[src/design/cpmc_pkg.sv]
// ----------------------------------------------------------------------------
// cpmc_pkg: chiller PID mode controller shared definitions
// Widths, fixed point constants, codes and the command/status/result structs
// shared by the controller, the datapath and the channel interfaces.
// ----------------------------------------------------------------------------
package cpmc_pkg;

   // tuning
   localparam int PULSE_PERIOD     = 500;
   localparam int TICKS_PER_SECOND = 100;
   localparam int MIN_DRIVE        = 50;

   // field widths
   localparam int SAMPLE_W   = 16;
   localparam int TEMP_W     = 7;
   localparam int FAN_W      = 12;
   localparam int SPEED_W    = 7;
   localparam int MODE_W     = 2;
   localparam int CSR_IDX_W  = 2;
   localparam int CSR_DATA_W = 12;

   // internal widths
   localparam int FRAC_W      = 16;
   localparam int AVG_W       = 24;
   localparam int SUM_W       = 40;
   localparam int SUM_SPLIT   = 20;
   localparam int DRIVE_W     = 23;
   localparam int PULSE_W     = $clog2(PULSE_PERIOD + 2);
   localparam int TICK_W      = $clog2(TICKS_PER_SECOND + 1);
   localparam int OP_W        = 27;
   localparam int PROD_W      = 2 * OP_W;
   localparam int DELTA_SHIFT = 24;
   localparam int DELTA_W     = PROD_W - DELTA_SHIFT;

   // PID gains, Q0.24
   localparam int GAIN_P = 1174405;
   localparam int GAIN_I = 1678;
   localparam int GAIN_D = 83886;

   // divide by 10: bias keeps the dividend positive, offset removes it again
   localparam int SMOOTH_RECIP  = 53687092;
   localparam int SMOOTH_SHIFT  = 29;
   localparam int SMOOTH_OFFSET = 1 << 22;
   localparam int SMOOTH_BIAS   = 10 * SMOOTH_OFFSET + 5;

   localparam int ROUND_HALF = 1 << (DELTA_SHIFT - 1);
   localparam int DRIVE_MAX  = 100 << FRAC_W;
   localparam int DRIVE_LOW  = MIN_DRIVE << FRAC_W;
   localparam int FULL_SPEED = 100;

   // data types
   typedef logic signed [SAMPLE_W-1:0] sample_type;
   typedef logic signed [TEMP_W-1:0]   temp_type;
   typedef logic        [FAN_W-1:0]    fan_type;
   typedef logic        [SPEED_W-1:0]  speed_type;
   typedef logic signed [OP_W-1:0]     op_type;
   typedef logic signed [PROD_W-1:0]   prod_type;
   typedef logic signed [AVG_W-1:0]    avg_type;
   typedef logic signed [AVG_W+1:0]    avg_wide_type;
   typedef logic signed [SUM_W-1:0]    sum_type;
   typedef logic signed [SUM_W:0]      sum_wide_type;
   typedef logic        [DRIVE_W-1:0]  drive_type;
   typedef logic signed [DELTA_W:0]    drive_diff_type;
   typedef logic        [PULSE_W-1:0]  pulse_type;
   typedef logic        [PULSE_W:0]    pulse_wide_type;
   typedef logic        [TICK_W-1:0]   tick_type;

   typedef enum logic [MODE_W-1:0] {
      MODE_OFF  = 2'd0,
      MODE_ON   = 2'd1,
      MODE_FAN  = 2'd2,
      MODE_COMP = 2'd3
   } mode_type;

   typedef enum logic [CSR_IDX_W-1:0] {
      CSR_CIRC_TARGET  = 2'd0,
      CSR_STORE_HIGH   = 2'd1,
      CSR_STORE_LOW    = 2'd2,
      CSR_FAN_POST_RUN = 2'd3
   } csr_index_type;

   typedef enum logic [3:0] {
      ST_IDLE,
      ST_MUL_STORE,
      ST_MUL_CIRC,
      ST_CIRC_AVG,
      ST_ERROR,
      ST_MUL_P,
      ST_MUL_D,
      ST_MUL_ILO,
      ST_MUL_IHI,
      ST_ACC_HI,
      ST_DRIVE,
      ST_PULSE,
      ST_COOL,
      ST_MODE
   } state_type;

   typedef enum logic [2:0] {
      MUL_STORE,
      MUL_CIRC,
      MUL_P,
      MUL_D,
      MUL_ILO,
      MUL_IHI,
      MUL_DRIVE
   } mul_sel_type;

   typedef enum logic [1:0] {
      ACC_HOLD,
      ACC_INIT,
      ACC_ADD,
      ACC_ADD_HI
   } acc_op_type;

   typedef enum logic [1:0] {
      COOL_HOLD,
      COOL_DIRECT,
      COOL_PULSE
   } cool_op_type;

   // controller -> datapath
   typedef struct packed {
      logic        load_in;
      mul_sel_type mul_sel;
      logic        store_upd;
      logic        circ_upd;
      logic        err_upd;
      logic        sum_upd;
      acc_op_type  acc_op;
      logic        prev_upd;
      logic        drive_upd;
      logic        pulse_upd;
      cool_op_type cool_op;
      logic        mode_upd;
   } cmd_type;

   // datapath -> controller
   typedef struct packed {
      logic mode_off;
      logic drive_low;
   } status_type;

   // response payload
   typedef struct packed {
      logic [MODE_W-1:0]   mode;
      logic                compressor_relay;
      logic                fan_relay;
      logic                pump_relay;
      logic [SPEED_W-1:0]  circulation_speed;
      logic [SPEED_W-1:0]  cooling_speed;
      logic [SAMPLE_W-1:0] store_smoothed;
      logic [SAMPLE_W-1:0] circ_smoothed;
      logic [FAN_W-1:0]    fan_seconds_left;
   } result_type;

endpackage

[src/design/cpmc_if.sv]
// ----------------------------------------------------------------------------
// cpmc_if: channel interfaces of the chiller PID mode controller
// Request, response and register write channels, each with valid/ready.
// ----------------------------------------------------------------------------

// tick request channel
interface cpmc_req_if;
   logic                  valid;
   logic                  ready;
   cpmc_pkg::sample_type  store_sample;
   cpmc_pkg::sample_type  circ_sample;
   logic                  power_request;

   modport source (output valid, store_sample, circ_sample, power_request,
                   input ready);
   modport sink   (input valid, store_sample, circ_sample, power_request,
                   output ready);
endinterface

// result channel
interface cpmc_rsp_if;
   logic                                  valid;
   logic                                  ready;
   logic [cpmc_pkg::MODE_W-1:0]           mode;
   logic                                  compressor_relay;
   logic                                  fan_relay;
   logic                                  pump_relay;
   logic [cpmc_pkg::SPEED_W-1:0]          circulation_speed;
   logic [cpmc_pkg::SPEED_W-1:0]          cooling_speed;
   cpmc_pkg::sample_type                  store_smoothed;
   cpmc_pkg::sample_type                  circ_smoothed;
   logic [cpmc_pkg::FAN_W-1:0]            fan_seconds_left;

   modport source (output valid, mode, compressor_relay, fan_relay, pump_relay,
                   circulation_speed, cooling_speed, store_smoothed,
                   circ_smoothed, fan_seconds_left,
                   input ready);
   modport sink   (input valid, mode, compressor_relay, fan_relay, pump_relay,
                   circulation_speed, cooling_speed, store_smoothed,
                   circ_smoothed, fan_seconds_left,
                   output ready);
endinterface

// register write channel
interface cpmc_csr_if;
   logic                              valid;
   logic                              ready;
   logic [cpmc_pkg::CSR_IDX_W-1:0]    index;
   logic [cpmc_pkg::CSR_DATA_W-1:0]   data;

   modport source (output valid, index, data, input ready);
   modport sink   (input valid, index, data, output ready);
endinterface

[src/design/chiller_pid_mode_controller.sv]
// ----------------------------------------------------------------------------
// A request transfer starts the smoothing states, then the PID states (the COOL
// state only below MIN_DRIVE) and the mode state, which waits for a free response
// slot; off mode skips the PID. One tick at a time; one shared 27x27 multiplier
// takes the two smoothing steps, the P, D and two I partial products and the slow
// pulse product in turn. Reset: synchronous, sets off mode with zeroed averages,
// error sum, previous error and drive, loads register defaults; no clearing pass.
// ----------------------------------------------------------------------------
// ----------------------------------------------------------------------------
// chiller_pid_mode_controller: top level
// Chiller mode machine with smoothed temperatures, incremental PID cooling
// drive and slow pulse, built from a sequencer and a datapath.
// ----------------------------------------------------------------------------
module chiller_pid_mode_controller (
   input  logic        clock,
   input  logic        reset,
   cpmc_req_if.sink    req_chan,
   cpmc_rsp_if.source  rsp_chan,
   cpmc_csr_if.sink    csr_chan
);

   cpmc_pkg::cmd_type    cmd;
   cpmc_pkg::status_type status;
   cpmc_pkg::result_type result;

   // register writes always taken
   assign csr_chan.ready = 1'b1;

   cpmc_ctrl u_ctrl (
      .clock     (clock),
      .reset     (reset),
      .req_valid (req_chan.valid),
      .req_ready (req_chan.ready),
      .rsp_valid (rsp_chan.valid),
      .rsp_ready (rsp_chan.ready),
      .status    (status),
      .cmd       (cmd)
   );

   cpmc_datapath u_datapath (
      .clock         (clock),
      .reset         (reset),
      .cmd           (cmd),
      .status        (status),
      .csr_write     (csr_chan.valid),
      .csr_index     (csr_chan.index),
      .csr_data      (csr_chan.data),
      .store_sample  (req_chan.store_sample),
      .circ_sample   (req_chan.circ_sample),
      .power_request (req_chan.power_request),
      .result        (result)
   );

   // result payload
   assign rsp_chan.mode              = result.mode;
   assign rsp_chan.compressor_relay  = result.compressor_relay;
   assign rsp_chan.fan_relay         = result.fan_relay;
   assign rsp_chan.pump_relay        = result.pump_relay;
   assign rsp_chan.circulation_speed = result.circulation_speed;
   assign rsp_chan.cooling_speed     = result.cooling_speed;
   assign rsp_chan.store_smoothed    = result.store_smoothed;
   assign rsp_chan.circ_smoothed     = result.circ_smoothed;
   assign rsp_chan.fan_seconds_left  = result.fan_seconds_left;

   // one tick in flight: no request right after a request transfer
   a_one_in_flight: assert property (@(posedge clock) disable iff (reset)
      (req_chan.valid && req_chan.ready) |=> !req_chan.ready)
      else $error("request taken while a tick is in flight");

   // relays follow the reported mode
   a_relays: assert property (@(posedge clock) disable iff (reset)
      rsp_chan.valid |->
         (rsp_chan.compressor_relay == (rsp_chan.mode == cpmc_pkg::MODE_COMP)) &&
         (rsp_chan.pump_relay == (rsp_chan.mode != cpmc_pkg::MODE_OFF)) &&
         (rsp_chan.fan_relay == (rsp_chan.mode == cpmc_pkg::MODE_COMP ||
                                 rsp_chan.mode == cpmc_pkg::MODE_FAN)))
      else $error("relay drive does not match mode");

   // off mode never reports cooling
   a_off_no_cooling: assert property (@(posedge clock) disable iff (reset)
      (rsp_chan.valid && rsp_chan.mode == cpmc_pkg::MODE_OFF) |->
         rsp_chan.cooling_speed == '0)
      else $error("cooling speed nonzero in off mode");

   // cooling speed stays within percent range
   a_cool_range: assert property (@(posedge clock) disable iff (reset)
      rsp_chan.valid |-> rsp_chan.cooling_speed <= 7'd100)
      else $error("cooling speed above 100");

endmodule

[src/design/cpmc_ctrl.sv]
// ----------------------------------------------------------------------------
// cpmc_ctrl: sequencer of the chiller PID mode controller
// Steps one tick through smoothing, PID, slow pulse and mode update (off mode skips
// the PID), at most one multiplier operation per state, and owns the handshakes.
// ----------------------------------------------------------------------------
module cpmc_ctrl (
   input  logic                 clock,
   input  logic                 reset,
   input  logic                 req_valid,
   output logic                 req_ready,
   output logic                 rsp_valid,
   input  logic                 rsp_ready,
   input  cpmc_pkg::status_type status,
   output cpmc_pkg::cmd_type    cmd
);

   cpmc_pkg::state_type state_ff, state_in;
   logic                rsp_valid_ff, rsp_valid_in;
   logic                out_free;

   // response slot can take a new result
   assign out_free = !rsp_valid_ff || rsp_ready;

   // state register
   always_ff @(posedge clock) begin
      if (reset) begin
         state_ff     <= cpmc_pkg::ST_IDLE;
         rsp_valid_ff <= 1'b0;
      end else begin
         state_ff     <= state_in;
         rsp_valid_ff <= rsp_valid_in;
      end
   end

   // next state
   always_comb begin
      state_in = state_ff;
      case (state_ff)
         cpmc_pkg::ST_IDLE: begin
            if (req_valid) state_in = cpmc_pkg::ST_MUL_STORE;
         end
         cpmc_pkg::ST_MUL_STORE: state_in = cpmc_pkg::ST_MUL_CIRC;
         cpmc_pkg::ST_MUL_CIRC:  state_in = cpmc_pkg::ST_CIRC_AVG;
         cpmc_pkg::ST_CIRC_AVG: begin
            // off mode skips the PID
            state_in = status.mode_off ? cpmc_pkg::ST_MODE : cpmc_pkg::ST_ERROR;
         end
         cpmc_pkg::ST_ERROR:   state_in = cpmc_pkg::ST_MUL_P;
         cpmc_pkg::ST_MUL_P:   state_in = cpmc_pkg::ST_MUL_D;
         cpmc_pkg::ST_MUL_D:   state_in = cpmc_pkg::ST_MUL_ILO;
         cpmc_pkg::ST_MUL_ILO: state_in = cpmc_pkg::ST_MUL_IHI;
         cpmc_pkg::ST_MUL_IHI: state_in = cpmc_pkg::ST_ACC_HI;
         cpmc_pkg::ST_ACC_HI:  state_in = cpmc_pkg::ST_DRIVE;
         cpmc_pkg::ST_DRIVE:   state_in = cpmc_pkg::ST_PULSE;
         cpmc_pkg::ST_PULSE: begin
            state_in = status.drive_low ? cpmc_pkg::ST_COOL : cpmc_pkg::ST_MODE;
         end
         cpmc_pkg::ST_COOL: state_in = cpmc_pkg::ST_MODE;
         cpmc_pkg::ST_MODE: begin
            if (out_free) state_in = cpmc_pkg::ST_IDLE;
         end
         default: state_in = cpmc_pkg::ST_IDLE;
      endcase
   end

   // outputs and datapath commands
   always_comb begin
      cmd           = '0;
      cmd.mul_sel   = cpmc_pkg::MUL_STORE;
      cmd.acc_op    = cpmc_pkg::ACC_HOLD;
      cmd.cool_op   = cpmc_pkg::COOL_HOLD;
      req_ready     = 1'b0;
      rsp_valid_in  = rsp_valid_ff && !rsp_ready;
      case (state_ff)
         cpmc_pkg::ST_IDLE: begin
            req_ready   = 1'b1;
            cmd.load_in = req_valid;
         end
         cpmc_pkg::ST_MUL_STORE: cmd.mul_sel = cpmc_pkg::MUL_STORE;
         cpmc_pkg::ST_MUL_CIRC: begin
            cmd.mul_sel   = cpmc_pkg::MUL_CIRC;
            cmd.store_upd = 1'b1;
         end
         cpmc_pkg::ST_CIRC_AVG: cmd.circ_upd = 1'b1;
         cpmc_pkg::ST_ERROR:    cmd.err_upd  = 1'b1;
         cpmc_pkg::ST_MUL_P: begin
            cmd.mul_sel = cpmc_pkg::MUL_P;
            cmd.sum_upd = 1'b1;
         end
         cpmc_pkg::ST_MUL_D: begin
            cmd.mul_sel  = cpmc_pkg::MUL_D;
            cmd.acc_op   = cpmc_pkg::ACC_INIT;
            cmd.prev_upd = 1'b1;
         end
         cpmc_pkg::ST_MUL_ILO: begin
            cmd.mul_sel = cpmc_pkg::MUL_ILO;
            cmd.acc_op  = cpmc_pkg::ACC_ADD;
         end
         cpmc_pkg::ST_MUL_IHI: begin
            cmd.mul_sel = cpmc_pkg::MUL_IHI;
            cmd.acc_op  = cpmc_pkg::ACC_ADD;
         end
         cpmc_pkg::ST_ACC_HI: cmd.acc_op    = cpmc_pkg::ACC_ADD_HI;
         cpmc_pkg::ST_DRIVE:  cmd.drive_upd = 1'b1;
         cpmc_pkg::ST_PULSE: begin
            cmd.mul_sel   = cpmc_pkg::MUL_DRIVE;
            cmd.pulse_upd = status.drive_low;
            cmd.cool_op   = status.drive_low ? cpmc_pkg::COOL_HOLD
                                             : cpmc_pkg::COOL_DIRECT;
         end
         cpmc_pkg::ST_COOL: cmd.cool_op = cpmc_pkg::COOL_PULSE;
         cpmc_pkg::ST_MODE: begin
            cmd.mode_upd = out_free;
            if (out_free) rsp_valid_in = 1'b1;
         end
         default: cmd.load_in = 1'b0;
      endcase
   end

   assign rsp_valid = rsp_valid_ff;

endmodule

[src/design/cpmc_datapath.sv]
// ----------------------------------------------------------------------------
// cpmc_datapath: arithmetic and state of the chiller PID mode controller
// Shared 27x27 multiplier for smoothing, PID terms and slow pulse, accumulator for PID terms,
// controller state, slow pulse, mode cascade, registers and result register.
// ----------------------------------------------------------------------------
module cpmc_datapath (
   input  logic                               clock,
   input  logic                               reset,
   input  cpmc_pkg::cmd_type                  cmd,
   output cpmc_pkg::status_type               status,
   input  logic                               csr_write,
   input  logic [cpmc_pkg::CSR_IDX_W-1:0]     csr_index,
   input  logic [cpmc_pkg::CSR_DATA_W-1:0]    csr_data,
   input  cpmc_pkg::sample_type               store_sample,
   input  cpmc_pkg::sample_type               circ_sample,
   input  logic                               power_request,
   output cpmc_pkg::result_type               result
);

   // saturate a 26 bit value to the 24 bit average range
   function automatic cpmc_pkg::avg_type sat_avg(input cpmc_pkg::avg_wide_type x);
      cpmc_pkg::avg_type r;
      if ((x[cpmc_pkg::AVG_W+1] != x[cpmc_pkg::AVG_W]) ||
          (x[cpmc_pkg::AVG_W] != x[cpmc_pkg::AVG_W-1]))
         r = x[cpmc_pkg::AVG_W+1] ? {1'b1, {(cpmc_pkg::AVG_W-1){1'b0}}}
                                  : {1'b0, {(cpmc_pkg::AVG_W-1){1'b1}}};
      else
         r = x[cpmc_pkg::AVG_W-1:0];
      return r;
   endfunction

   // saturate a 41 bit value to the 40 bit error sum range
   function automatic cpmc_pkg::sum_type sat_sum(input cpmc_pkg::sum_wide_type x);
      cpmc_pkg::sum_type r;
      if (x[cpmc_pkg::SUM_W] != x[cpmc_pkg::SUM_W-1])
         r = x[cpmc_pkg::SUM_W] ? {1'b1, {(cpmc_pkg::SUM_W-1){1'b0}}}
                                : {1'b0, {(cpmc_pkg::SUM_W-1){1'b1}}};
      else
         r = x[cpmc_pkg::SUM_W-1:0];
      return r;
   endfunction

   // biased dividend of the 0.1 step: sample*256 - avg + SMOOTH_BIAS, kept positive
   function automatic cpmc_pkg::op_type smooth_operand(input cpmc_pkg::sample_type s,
                                                       input cpmc_pkg::avg_type avg);
      return cpmc_pkg::op_type'($signed({s, 8'h00})) - cpmc_pkg::op_type'(avg)
             + cpmc_pkg::op_type'(cpmc_pkg::SMOOTH_BIAS);
   endfunction

   // new average from the reciprocal product
   function automatic cpmc_pkg::avg_type smooth_next(input cpmc_pkg::prod_type p,
                                                     input cpmc_pkg::avg_type avg);
      cpmc_pkg::avg_wide_type q;
      q = cpmc_pkg::avg_wide_type'(
             $signed({1'b0, p[cpmc_pkg::SMOOTH_SHIFT+cpmc_pkg::AVG_W-2:
                              cpmc_pkg::SMOOTH_SHIFT]}));
      return sat_avg(cpmc_pkg::avg_wide_type'(avg) + q
                     - cpmc_pkg::avg_wide_type'(cpmc_pkg::SMOOTH_OFFSET));
   endfunction

   // registers
   cpmc_pkg::temp_type   tgt_ff, tgt_in, high_ff, high_in, low_ff, low_in;
   cpmc_pkg::fan_type    post_ff, post_in;
   cpmc_pkg::mode_type   mode_ff, mode_in;
   cpmc_pkg::avg_type    store_avg_ff, store_avg_in, circ_avg_ff, circ_avg_in;
   cpmc_pkg::sum_type    total_ff, total_in;
   cpmc_pkg::avg_type    prev_ff, prev_in, err_ff, err_in;
   cpmc_pkg::drive_type  drive_ff, drive_in;
   cpmc_pkg::pulse_type  pulse_ff, pulse_in;
   cpmc_pkg::tick_type   tick_ff, tick_in;
   cpmc_pkg::fan_type    fan_ff, fan_in;
   cpmc_pkg::speed_type  cool_ff, cool_in;
   cpmc_pkg::sample_type ss_ff, ss_in, cs_ff, cs_in;
   logic                 pwr_ff, pwr_in;
   cpmc_pkg::prod_type   prod_ff, prod_in, acc_ff, acc_in;
   cpmc_pkg::result_type result_ff, result_in;

   // combinational helpers
   cpmc_pkg::op_type         op_a, op_b;
   cpmc_pkg::drive_diff_type drive_diff;
   cpmc_pkg::pulse_wide_type pulse_next1;
   logic [cpmc_pkg::PROD_W-1:0] pulse_lhs;
   cpmc_pkg::mode_type       mode_c;
   cpmc_pkg::fan_type        fan_c;
   cpmc_pkg::tick_type       tick_c, tick_inc;
   cpmc_pkg::speed_type      cool_c;
   cpmc_pkg::avg_type        high_ext, low_ext;

   // multiplier operand select
   always_comb begin
      op_a = smooth_operand(ss_ff, store_avg_ff);
      op_b = cpmc_pkg::op_type'(cpmc_pkg::SMOOTH_RECIP);
      case (cmd.mul_sel)
         cpmc_pkg::MUL_STORE: op_a = smooth_operand(ss_ff, store_avg_ff);
         cpmc_pkg::MUL_CIRC:  op_a = smooth_operand(cs_ff, circ_avg_ff);
         cpmc_pkg::MUL_P: begin
            op_a = cpmc_pkg::op_type'(err_ff);
            op_b = cpmc_pkg::op_type'(cpmc_pkg::GAIN_P);
         end
         cpmc_pkg::MUL_D: begin
            op_a = cpmc_pkg::op_type'(err_ff) - cpmc_pkg::op_type'(prev_ff);
            op_b = cpmc_pkg::op_type'(cpmc_pkg::GAIN_D);
         end
         cpmc_pkg::MUL_ILO: begin
            op_a = cpmc_pkg::op_type'($signed({1'b0, total_ff[cpmc_pkg::SUM_SPLIT-1:0]}));
            op_b = cpmc_pkg::op_type'(cpmc_pkg::GAIN_I);
         end
         cpmc_pkg::MUL_IHI: begin
            op_a = cpmc_pkg::op_type'($signed(total_ff[cpmc_pkg::SUM_W-1:
                                                        cpmc_pkg::SUM_SPLIT]));
            op_b = cpmc_pkg::op_type'(cpmc_pkg::GAIN_I);
         end
         cpmc_pkg::MUL_DRIVE: begin
            op_a = cpmc_pkg::op_type'($signed({1'b0, drive_ff}));
            op_b = cpmc_pkg::op_type'(cpmc_pkg::PULSE_PERIOD);
         end
         default: op_b = cpmc_pkg::op_type'(cpmc_pkg::SMOOTH_RECIP);
      endcase
   end

   assign prod_in = cpmc_pkg::prod_type'(op_a) * cpmc_pkg::prod_type'(op_b);

   // drive minus rounded delta, before clamping
   assign drive_diff = cpmc_pkg::drive_diff_type'($signed({1'b0, drive_ff}))
      - cpmc_pkg::drive_diff_type'($signed(acc_ff[cpmc_pkg::PROD_W-1:
                                                  cpmc_pkg::DELTA_SHIFT]));

   // slow pulse: count < floor(PERIOD*drive/(MIN*2^16)) <=> (count+1)*MIN*2^16 <= PERIOD*drive
   assign pulse_next1 = cpmc_pkg::pulse_wide_type'(pulse_ff) + 1'b1;
   assign pulse_lhs   = (cpmc_pkg::PROD_W'(pulse_next1) * cpmc_pkg::PROD_W'(cpmc_pkg::MIN_DRIVE))
                        << cpmc_pkg::FRAC_W;

   // store limits in Q8.16
   assign high_ext = cpmc_pkg::avg_type'($signed({high_ff, {cpmc_pkg::FRAC_W{1'b0}}}));
   assign low_ext  = cpmc_pkg::avg_type'($signed({low_ff, {cpmc_pkg::FRAC_W{1'b0}}}));

   // mode cascade: off -> on -> compressor -> fan -> on, on -> off without power, all in one tick
   always_comb begin
      mode_c   = mode_ff;
      fan_c    = fan_ff;
      tick_c   = tick_ff;
      cool_c   = cool_ff;
      tick_inc = tick_ff + 1'b1;
      if (mode_c == cpmc_pkg::MODE_OFF && pwr_ff) mode_c = cpmc_pkg::MODE_ON;
      if (mode_c == cpmc_pkg::MODE_ON) begin
         if (!pwr_ff) begin
            mode_c = cpmc_pkg::MODE_OFF;
            cool_c = '0;
         end else if (store_avg_ff > high_ext) begin
            mode_c = cpmc_pkg::MODE_COMP;
         end
      end
      if (mode_c == cpmc_pkg::MODE_COMP) begin
         if (store_avg_ff < low_ext || !pwr_ff) begin
            mode_c = cpmc_pkg::MODE_FAN;
            fan_c  = post_ff;
            tick_c = '0;
         end
      end
      if (mode_c == cpmc_pkg::MODE_FAN) begin
         tick_inc = tick_c + 1'b1;
         if (tick_inc >= cpmc_pkg::tick_type'(cpmc_pkg::TICKS_PER_SECOND)) begin
            tick_c = '0;
            if (fan_c != '0) fan_c = fan_c - 1'b1;
            if (fan_c == '0) mode_c = cpmc_pkg::MODE_ON;
         end else begin
            tick_c = tick_inc;
         end
      end
   end

   // next values
   always_comb begin
      tgt_in       = tgt_ff;
      high_in      = high_ff;
      low_in       = low_ff;
      post_in      = post_ff;
      mode_in      = mode_ff;
      store_avg_in = store_avg_ff;
      circ_avg_in  = circ_avg_ff;
      total_in     = total_ff;
      prev_in      = prev_ff;
      err_in       = err_ff;
      drive_in     = drive_ff;
      pulse_in     = pulse_ff;
      tick_in      = tick_ff;
      fan_in       = fan_ff;
      cool_in      = cool_ff;
      ss_in        = ss_ff;
      cs_in        = cs_ff;
      pwr_in       = pwr_ff;
      acc_in       = acc_ff;
      result_in    = result_ff;

      // register writes
      if (csr_write) begin
         case (cpmc_pkg::csr_index_type'(csr_index))
            cpmc_pkg::CSR_CIRC_TARGET:  tgt_in  = csr_data[cpmc_pkg::TEMP_W-1:0];
            cpmc_pkg::CSR_STORE_HIGH:   high_in = csr_data[cpmc_pkg::TEMP_W-1:0];
            cpmc_pkg::CSR_STORE_LOW:    low_in  = csr_data[cpmc_pkg::TEMP_W-1:0];
            cpmc_pkg::CSR_FAN_POST_RUN: post_in = csr_data[cpmc_pkg::FAN_W-1:0];
            default:                    post_in = post_ff;
         endcase
      end

      // input capture
      if (cmd.load_in) begin
         ss_in  = store_sample;
         cs_in  = circ_sample;
         pwr_in = power_request;
      end

      // smoothing
      if (cmd.store_upd) store_avg_in = smooth_next(prod_ff, store_avg_ff);
      if (cmd.circ_upd)  circ_avg_in  = smooth_next(prod_ff, circ_avg_ff);

      // PID error terms
      if (cmd.err_upd)
         err_in = sat_avg(cpmc_pkg::avg_wide_type'(circ_avg_ff)
                  - cpmc_pkg::avg_wide_type'($signed({tgt_ff,
                                                      {cpmc_pkg::FRAC_W{1'b0}}})));
      if (cmd.sum_upd)
         total_in = sat_sum(cpmc_pkg::sum_wide_type'(total_ff)
                            + cpmc_pkg::sum_wide_type'(err_ff));
      if (cmd.prev_upd) prev_in = err_ff;

      // accumulator of the PID products
      case (cmd.acc_op)
         cpmc_pkg::ACC_INIT:   acc_in = prod_ff + cpmc_pkg::prod_type'(cpmc_pkg::ROUND_HALF);
         cpmc_pkg::ACC_ADD:    acc_in = acc_ff + prod_ff;
         cpmc_pkg::ACC_ADD_HI: acc_in = acc_ff + (prod_ff <<< cpmc_pkg::SUM_SPLIT);
         default:              acc_in = acc_ff;
      endcase

      // drive clamp to 0..100
      if (cmd.drive_upd) begin
         if (drive_diff < 0)
            drive_in = '0;
         else if (drive_diff > cpmc_pkg::drive_diff_type'(cpmc_pkg::DRIVE_MAX))
            drive_in = cpmc_pkg::drive_type'(cpmc_pkg::DRIVE_MAX);
         else
            drive_in = drive_diff[cpmc_pkg::DRIVE_W-1:0];
      end

      // slow pulse counter wraps after PULSE_PERIOD+1
      if (cmd.pulse_upd)
         pulse_in = (pulse_ff > cpmc_pkg::pulse_type'(cpmc_pkg::PULSE_PERIOD))
                    ? '0 : pulse_next1[cpmc_pkg::PULSE_W-1:0];

      case (cmd.cool_op)
         cpmc_pkg::COOL_DIRECT:
            cool_in = drive_ff[cpmc_pkg::FRAC_W+cpmc_pkg::SPEED_W-1:cpmc_pkg::FRAC_W];
         cpmc_pkg::COOL_PULSE:
            cool_in = ($signed(pulse_lhs) <= prod_ff)
                      ? cpmc_pkg::speed_type'(cpmc_pkg::MIN_DRIVE) : '0;
         default: cool_in = cool_ff;
      endcase

      // mode update and result load
      if (cmd.mode_upd) begin
         mode_in = mode_c;
         fan_in  = fan_c;
         tick_in = tick_c;
         cool_in = cool_c;
         result_in.mode              = mode_c;
         result_in.compressor_relay  = (mode_c == cpmc_pkg::MODE_COMP);
         result_in.fan_relay         = (mode_c == cpmc_pkg::MODE_COMP) ||
                                       (mode_c == cpmc_pkg::MODE_FAN);
         result_in.pump_relay        = (mode_c != cpmc_pkg::MODE_OFF);
         result_in.circulation_speed = (mode_c != cpmc_pkg::MODE_OFF)
                                       ? cpmc_pkg::speed_type'(cpmc_pkg::FULL_SPEED) : '0;
         result_in.cooling_speed     = cool_c;
         result_in.store_smoothed    = store_avg_ff[cpmc_pkg::AVG_W-1:8];
         result_in.circ_smoothed     = circ_avg_ff[cpmc_pkg::AVG_W-1:8];
         result_in.fan_seconds_left  = fan_c;
      end
   end

   // controller state and registers
   always_ff @(posedge clock) begin
      if (reset) begin
         tgt_ff       <= 7'sd15;
         high_ff      <= 7'sd10;
         low_ff       <= 7'sd5;
         post_ff      <= 12'd60;
         mode_ff      <= cpmc_pkg::MODE_OFF;
         store_avg_ff <= '0;
         circ_avg_ff  <= '0;
         total_ff     <= '0;
         prev_ff      <= '0;
         drive_ff     <= '0;
         pulse_ff     <= '0;
         tick_ff      <= '0;
         fan_ff       <= '0;
         cool_ff      <= '0;
      end else begin
         tgt_ff       <= tgt_in;
         high_ff      <= high_in;
         low_ff       <= low_in;
         post_ff      <= post_in;
         mode_ff      <= mode_in;
         store_avg_ff <= store_avg_in;
         circ_avg_ff  <= circ_avg_in;
         total_ff     <= total_in;
         prev_ff      <= prev_in;
         drive_ff     <= drive_in;
         pulse_ff     <= pulse_in;
         tick_ff      <= tick_in;
         fan_ff       <= fan_in;
         cool_ff      <= cool_in;
      end
   end

   // working and payload registers
   always_ff @(posedge clock) begin
      ss_ff     <= ss_in;
      cs_ff     <= cs_in;
      pwr_ff    <= pwr_in;
      err_ff    <= err_in;
      prod_ff   <= prod_in;
      acc_ff    <= acc_in;
      result_ff <= result_in;
   end

   assign status.mode_off  = (mode_ff == cpmc_pkg::MODE_OFF);
   assign status.drive_low = (drive_ff < cpmc_pkg::drive_type'(cpmc_pkg::DRIVE_LOW));
   assign result           = result_ff;

endmodule
[src/flat_wrapper.sv]
// flat-port wrapper written by rule: the top's interface ports become plain ports
module chiller_pid_mode_controller_flat 
  (clock, reset, req_chan_valid, req_chan_store_sample, req_chan_circ_sample, req_chan_power_request, req_chan_ready, rsp_chan_valid, rsp_chan_mode, rsp_chan_compressor_relay, rsp_chan_fan_relay, rsp_chan_pump_relay, rsp_chan_circulation_speed, rsp_chan_cooling_speed, rsp_chan_store_smoothed, rsp_chan_circ_smoothed, rsp_chan_fan_seconds_left, rsp_chan_ready, csr_chan_valid, csr_chan_index, csr_chan_data, csr_chan_ready);
  cpmc_req_if req_chan_i ();
  cpmc_rsp_if rsp_chan_i ();
  cpmc_csr_if csr_chan_i ();
  input  logic clock;
  input  logic reset;
  input wire logic [$bits(req_chan_i.valid)-1:0] req_chan_valid;
  input wire logic [$bits(req_chan_i.store_sample)-1:0] req_chan_store_sample;
  input wire logic [$bits(req_chan_i.circ_sample)-1:0] req_chan_circ_sample;
  input wire logic [$bits(req_chan_i.power_request)-1:0] req_chan_power_request;
  output wire logic [$bits(req_chan_i.ready)-1:0] req_chan_ready;
  output wire logic [$bits(rsp_chan_i.valid)-1:0] rsp_chan_valid;
  output wire logic [$bits(rsp_chan_i.mode)-1:0] rsp_chan_mode;
  output wire logic [$bits(rsp_chan_i.compressor_relay)-1:0] rsp_chan_compressor_relay;
  output wire logic [$bits(rsp_chan_i.fan_relay)-1:0] rsp_chan_fan_relay;
  output wire logic [$bits(rsp_chan_i.pump_relay)-1:0] rsp_chan_pump_relay;
  output wire logic [$bits(rsp_chan_i.circulation_speed)-1:0] rsp_chan_circulation_speed;
  output wire logic [$bits(rsp_chan_i.cooling_speed)-1:0] rsp_chan_cooling_speed;
  output wire logic [$bits(rsp_chan_i.store_smoothed)-1:0] rsp_chan_store_smoothed;
  output wire logic [$bits(rsp_chan_i.circ_smoothed)-1:0] rsp_chan_circ_smoothed;
  output wire logic [$bits(rsp_chan_i.fan_seconds_left)-1:0] rsp_chan_fan_seconds_left;
  input wire logic [$bits(rsp_chan_i.ready)-1:0] rsp_chan_ready;
  input wire logic [$bits(csr_chan_i.valid)-1:0] csr_chan_valid;
  input wire logic [$bits(csr_chan_i.index)-1:0] csr_chan_index;
  input wire logic [$bits(csr_chan_i.data)-1:0] csr_chan_data;
  output wire logic [$bits(csr_chan_i.ready)-1:0] csr_chan_ready;
  assign req_chan_i.valid = req_chan_valid;
  assign req_chan_i.store_sample = req_chan_store_sample;
  assign req_chan_i.circ_sample = req_chan_circ_sample;
  assign req_chan_i.power_request = req_chan_power_request;
  assign req_chan_ready = req_chan_i.ready;
  assign rsp_chan_valid = rsp_chan_i.valid;
  assign rsp_chan_mode = rsp_chan_i.mode;
  assign rsp_chan_compressor_relay = rsp_chan_i.compressor_relay;
  assign rsp_chan_fan_relay = rsp_chan_i.fan_relay;
  assign rsp_chan_pump_relay = rsp_chan_i.pump_relay;
  assign rsp_chan_circulation_speed = rsp_chan_i.circulation_speed;
  assign rsp_chan_cooling_speed = rsp_chan_i.cooling_speed;
  assign rsp_chan_store_smoothed = rsp_chan_i.store_smoothed;
  assign rsp_chan_circ_smoothed = rsp_chan_i.circ_smoothed;
  assign rsp_chan_fan_seconds_left = rsp_chan_i.fan_seconds_left;
  assign rsp_chan_i.ready = rsp_chan_ready;
  assign csr_chan_i.valid = csr_chan_valid;
  assign csr_chan_i.index = csr_chan_index;
  assign csr_chan_i.data = csr_chan_data;
  assign csr_chan_ready = csr_chan_i.ready;
  chiller_pid_mode_controller u_core (.clock(clock), .reset(reset), .req_chan(req_chan_i), .rsp_chan(rsp_chan_i), .csr_chan(csr_chan_i));
endmodule
[config.mk]
export PLATFORM = sky130hd
export DESIGN_NAME = chiller_pid_mode_controller_flat
export DESIGN_NICKNAME = d
export VERILOG_FILES = /design/src/design/cpmc_pkg.sv /design/src/design/cpmc_if.sv /design/src/design/chiller_pid_mode_controller.sv /design/src/design/cpmc_ctrl.sv /design/src/design/cpmc_datapath.sv /design/src/flat_wrapper.sv
export SDC_FILE = /design/constraint.sdc
export NUM_CORES = 2
export LEC_CHECK = 0
export BUFFER_PORTS_ARGS = -buffer_cell sky130_fd_sc_hd__buf_4
export CAP_MARGIN = 25
export CORE_AREA = 2 2 672 340
export DETAILED_ROUTE_END_ITERATION = 8
export DIE_AREA = 0 0 674 342
export GPL_TIMING_DRIVEN = 0
export PLACE_DENSITY = 0.44
export SLEW_MARGIN = 15
export SYNTH_ARGS = -nofsm -noshare
export SYNTH_HDL_FRONTEND = slang
export SYNTH_HIERARCHICAL = 1
export SYNTH_SLANG_ARGS = --single-unit
[constraint.sdc]
create_clock -name clock -period 10.7 [get_ports clock]
set_clock_uncertainty 0.2 [all_clocks]
set_input_delay 0.535 -clock clock [delete_from_list [all_inputs] [get_ports clock]]
set_output_delay 0.535 -clock clock [all_outputs]
set_load 0.005 [all_outputs]
# Word-level counts from Yosys, hierarchy flattened
# Index checks and enable logic that the tools add are counted.
word_totals:
  reg_bits: 438
  inputBits: 52
  output_inout_bits: 66
  word_cells: 187
classes:
  add_sub_neg: 18
  mul: 2
  magnitude_cmp: 8
  n_eq_ne: 41
  muxes: 61
  n_reduce_logical: 26
ops:
  columns: ["cell", "n"]
  rows:
  - ["one-hot mux 27 bit (6 select lines)", 1]
  - ["one-hot mux 54 bit (3 select lines)", 1]
  - ["two-way mux 24 bit", 6]
  - ["adder 54 bit", 2]
  - ["one-hot mux 26 bit (4 select lines)", 1]
  - ["two-way mux 12 bit", 7]
  - ["two-way mux 40 bit", 2]
  - ["subtractor 24 x 24 -> 25 bit", 3]
  - ["two-way mux 7 bit", 8]
  - ["one-hot mux 4 bit (14 select lines)", 1]
  - ["adder 54 x 25 -> 54 bit (second input constant)", 1]
  - ["less-or-equal comparator 33 x 54 -> 1 bit", 1]
  - ["multiplier 27 x 27 -> 54 bit", 1]
  - ["subtractor 25 x 24 -> 26 bit (second input constant)", 2]
  - ["adder 24 x 24 -> 25 bit", 2]
  - ["two-way mux 23 bit", 2]
  - ["adder 40 x 24 -> 41 bit", 1]
  - ["greater-than comparator 31 x 24 -> 1 bit (second input constant)", 1]
  - ["less-than comparator 31 x 1 -> 1 bit (second input constant)", 1]
  - ["subtractor 24 x 30 -> 31 bit", 1]
  - ["adder 25 x 27 -> 27 bit (second input constant)", 1]
  - ["adder 27 bit (second input constant)", 1]
  - ["subtractor 24 x 23 -> 25 bit", 1]
  - ["== test 4 bit (second input constant)", 6]
  - ["39 further kinds", 102]

# Logic depth before layout (Yosys ltp)
logic_depth:
  word_depth: 18
  depth_mapped: 43
  ltp_nobuf: 41

# Modules after synthesis
# The synthesis kept the hierarchy.
by_module_without_submodules:
  columns: ["mod", "n_inst", "cells_each", "area_each_um2", "seq_area_each_um2"]
  rows:
  - ["cpmc_datapath", 1, 6303, 55303.0, 10199.8]
  - ["cpmc_ctrl", 1, 64, 485.5, 100.1]
  - ["chiller_pid_mode_controller", 1, 2, 11.3, 0.0]

# Least setup slack after synthesis
# Ideal clock, no wire load.
synth_path:
  path_type: "register to register"
  startpoint: "register u_core.u_ctrl.state_ff[0]"
  endpoint: "register u_core.u_datapath.prod_ff[48]"
  t_arrival_ns: 9.199
  slack_ns: 1.177
  stages_incl_launch_ff: 38
  synth_period_minus_slack_ns: 9.523
  path_cell_list: "dfxtp_1 > buf_4 > nand2b_1 > o32ai_1 > clkbuf_1 > inv_1 > nand2_1 > nor2_1 > clkbuf_1 > clkbuf_1 > nand2_1 > o21ai_0 > a2111oi_0 > o21ai_1 > and2_1 > fa_1 > fa_1 > inv_1 > (+2 left out) > fa_1 > fa_1 > fa_1 > inv_1 > fa_1 > inv_1 > ha_1 > and2_1 > a221o_1 > a31oi_1 > o21ai_0 > a31oi_1 > o311ai_0 > a2111oi_0 > nor2_1 > and3_1 > o21ai_0 > a21boi_0"
synth_rtl:
  columns: ["item", "line_no", "rtl"]
  rows:
  - ["start: declaration", "cpmc_ctrl.sv:17", "cpmc_pkg::state_type state_ff, state_in;"]
  - ["start signal: assignment", "cpmc_ctrl.sv:27", "state_ff <= cpmc_pkg::ST_IDLE;"]
  - ["start signal: assignment", "cpmc_ctrl.sv:30", "state_ff <= state_in;"]
  - ["end signal: assignment", "cpmc_datapath.sv:320", "prod_ff <= prod_in;"]
  - ["end: declaration", "cpmc_datapath.sv:75", "cpmc_pkg::prod_type prod_ff, prod_in, acc_ff, acc_in;"]

==> flow_metrics.tcl <==
set metrics [dict create \
    outcome "completed" \
    finalMaxSlewViolations 0 \
    synthToLayoutAreaGrowth_pct 17.88 \
    critPathMaxFanout 10 \
    ys_types 114 \
    drtAntennaViolNets 0 \
    avgViaCountPerCell 5.115 \
    arrival_ns 10.94 \
    synthTopCellsByArea "fa_1, ha_1, dfxtp_1" \
    die_area_um2 230500 \
    antenna_found_initial 22 \
    die_x_um 674 \
    via_count 50153 \
    clock_sinks 431 \
    cts_buffers 49 \
    drc 0 \
    start_util_pct 24.72 \
    nets 7993 \
    ys_ff_latch 431 \
    hold_class "in -> reg" \
    postSynthAreaPerCell_um2 8.761 \
    slowest_stage "fa_1" \
    drt_iter0_drc 6172 \
    layout_min_cycle_time_ns 10.58 \
    synth.top_cells.by_count "inv_1, fa_1, ha_1, nand2_1, nor2_1" \
    cp.required_ns 11.05 \
    synthCells 6369 \
    dp_hpwl_mm 224.9 \
    synth-seq-area-share_pct 18.46 \
    rsz0062_at_grt "yes" \
    grt_pass1_vias 46725 \
    post-route-period-util_pct 98.91 \
    tightest_slew_ns 1.218 \
    insertion_delay_ns 0.71 \
    synth_edf_count 167 \
    port_buffers 112 \
    start_kind "flip-flop" \
    routed_wl_mm 263.3 \
    pin_count 118 \
    cp-end-kind "flip-flop" \
    clockRootBuffer "clkbuf_16" \
    syn-cell-area_um2 55800 \
    yosys.area.top_type "fa_1" \
    core_um2 225700 \
    clockBufferDepth 3 \
    setup_viol_count_final 0 \
    cpMostUsedCell "fa_1" \
    track_usage_pct 22.45 \
    detail_route.wl_per_cell_um 26.85 \
    ys.flop_type "dfxtp_1" \
    grt_max_degree 26 \
    yosys_warnings 6 \
    yosysMostFrequentCell "inv_1" \
    placementRows 124 \
    die_h_um 342 \
    globalRoute.totalOverflow 0 \
    place.gp.congestion 1.028 \
    slew_headroom_pct 18.79 \
    fmax_mhz 94.49 \
    hold_violations 0 \
    hold_slack_ns 0.04279 \
    worstSetupPathType "reg -> reg" \
    drive_above_1_share_pct 11.95 \
    htree_levels 2 \
    maxCapViolCount 0 \
    clk_pin_slew_ns 0.07 \
    grt_pass1_wl_mm 365.2 \
    drt_pass1_iterations 6 \
    cts_tree "yes" \
    yosys.area.top_type_share_pct 21.71 \
    cpPeakStageDelay_ns 0.55 \
    async_flop_share_pct 0 \
]
==> routing by layer <==
metal,track usage [%],wire (µm),vias to the layer above
li1,-,-,22253
met1,37.55,137700,25037
met2,22.18,76350,2658
met3,13.07,44950,195
met4,2.804,3448,10
met5,1.450,881,-
==> stage by stage <==
stage | area [µm²] | setup TNS, ns | utilization (%) | setup WS, ns | std cells
floorplan | 55830 | 0 | - | 1.177 | 6377
global placement | 60450 | -102.02 | 26.78 | -5.119 | 9513
detailed placement | 60900 | -77.97 | 26.98 | -3.406 | 9543
CTS | 64280 | -0.3137 | 28.47 | -0.1372 | 9729
global route | 65770 | -0.2846 | 29.13 | -0.07493 | 9801
finish | 65780 | 0 | 29.14 | 0.1169 | 9806
==> cell type report <==
class	instances	area (µm²)
diodes	5	12.51
multi-input cells	4644	41990
well taps	3024	3784
plain buffers	176	864.6
clock buffers	66	1380
fillers	24046	160000
inverters	1120	4295
repair buffers	314	2749
clock inverters	26	354.1
flip-flops and latches	431	10350
==> cells in the final DEF, fill, tap and decap left out, types with 47 or more instances in the layout <==
master,synthesis,routed
a211oi_1,53,48
a21o_1,164,162
a21oi_1,384,361
and3_1,50,49
buf_4,11,242
clkbuf_1,146,109
clkbuf_16,0,49
dfxtp_1,264,244
edfxtp_1,167,167
fa_1,605,594
ha_1,600,580
inv_1,1116,1083
mux2i_1,67,65
nand2_1,494,472
nand2b_1,64,63
nand3_1,98,97
nand4_1,47,47
nor2_1,437,410
nor2b_1,53,51
nor3_1,87,78
o21a_1,64,63
o21ai_0,255,235
o21bai_1,64,62
xnor2_1,225,218
xor2_1,116,113
==> cells by family (layout without fill, tap and decap cells) <==
logic type,Yosys count,in the layout,synth area share [%]
AND/OR/NAND/NOR,1558,1558,13.12
AO/OA/AOI/OAI,1447,1447,17.43
buffers and inverters,1302,1702,8.895
adder cells (fa/ha/maj),1205,1205,35.16
flip-flops,431,431,18.46
XOR/XNOR,342,342,5.382
multiplexers,81,81,1.529
other,3,16,0.02018
==> path summary, 6_finish.rpt <==
path	to	slack, ns	cells past startpoint	from
worst max register to register	u_core/u_datapath/prod_ff[38]$_DFF_P_	0.12	35	u_core/u_ctrl/state_ff[0]$_SDFFE_PP0P_
worst min register to register	u_core/u_datapath/low_ff[4]$_SDFFE_PP0P_	0.26	2	u_core/u_datapath/low_ff[4]$_SDFFE_PP0P_
worst min-delay path	u_core/u_ctrl/state_ff[0]$_SDFFE_PP0P_	0.04	3	req_chan_valid
worst max-delay path	u_core/u_datapath/prod_ff[38]$_DFF_P_	0.12	35	u_core/u_ctrl/state_ff[0]$_SDFFE_PP0P_
==> sequential cells by signal, indices dropped and copies added, names as in the netlist, 7 cells and up <==
name and cells:
u_core/u_datapath/post_ff 12, u_core/u_datapath/high_ff 7, u_core/u_datapath/cs_ff 16, u_core/u_datapath/circ_avg_ff 24, u_core/u_datapath/cool_ff 7, u_core/u_datapath/prev_ff 24
u_core/u_datapath/fan_ff 12, u_core/u_datapath/acc_ff 54, u_core/u_datapath/low_ff 7, u_core/u_datapath/ss_ff 16, u_core/u_datapath/drive_ff 23, u_core/u_datapath/result 56
u_core/u_datapath/store_avg_ff 24, u_core/u_datapath/tgt_ff 7, u_core/u_datapath/err_ff 24, u_core/u_datapath/prod_ff 54, u_core/u_datapath/total_ff 40, u_core/u_datapath/pulse_ff 9
u_core/u_datapath/tick_ff 7
==> critical path, delay by kind of cell, from the launching register on <==
kind	cells	cell delay, ns
xor+xnor	1	0.39
fa+ha+maj	8	3.61
buf+inv	8	1.18
compound gates	12	3.49
simple gates	6	1.23
flops	1	0.30
==> repair_timing <==
item,in CTS,in global routing
resized for setup,217,224
buffers inserted,52,65
hold buffers,46,0
pin swaps,26,59
hold endpoints to repair,69,0
endpoints found under the setup margin,41,21
Power is left out: the tool's default activity adds up to more than one toggle a clock period on the data nets, which glitch-free logic cannot reach.
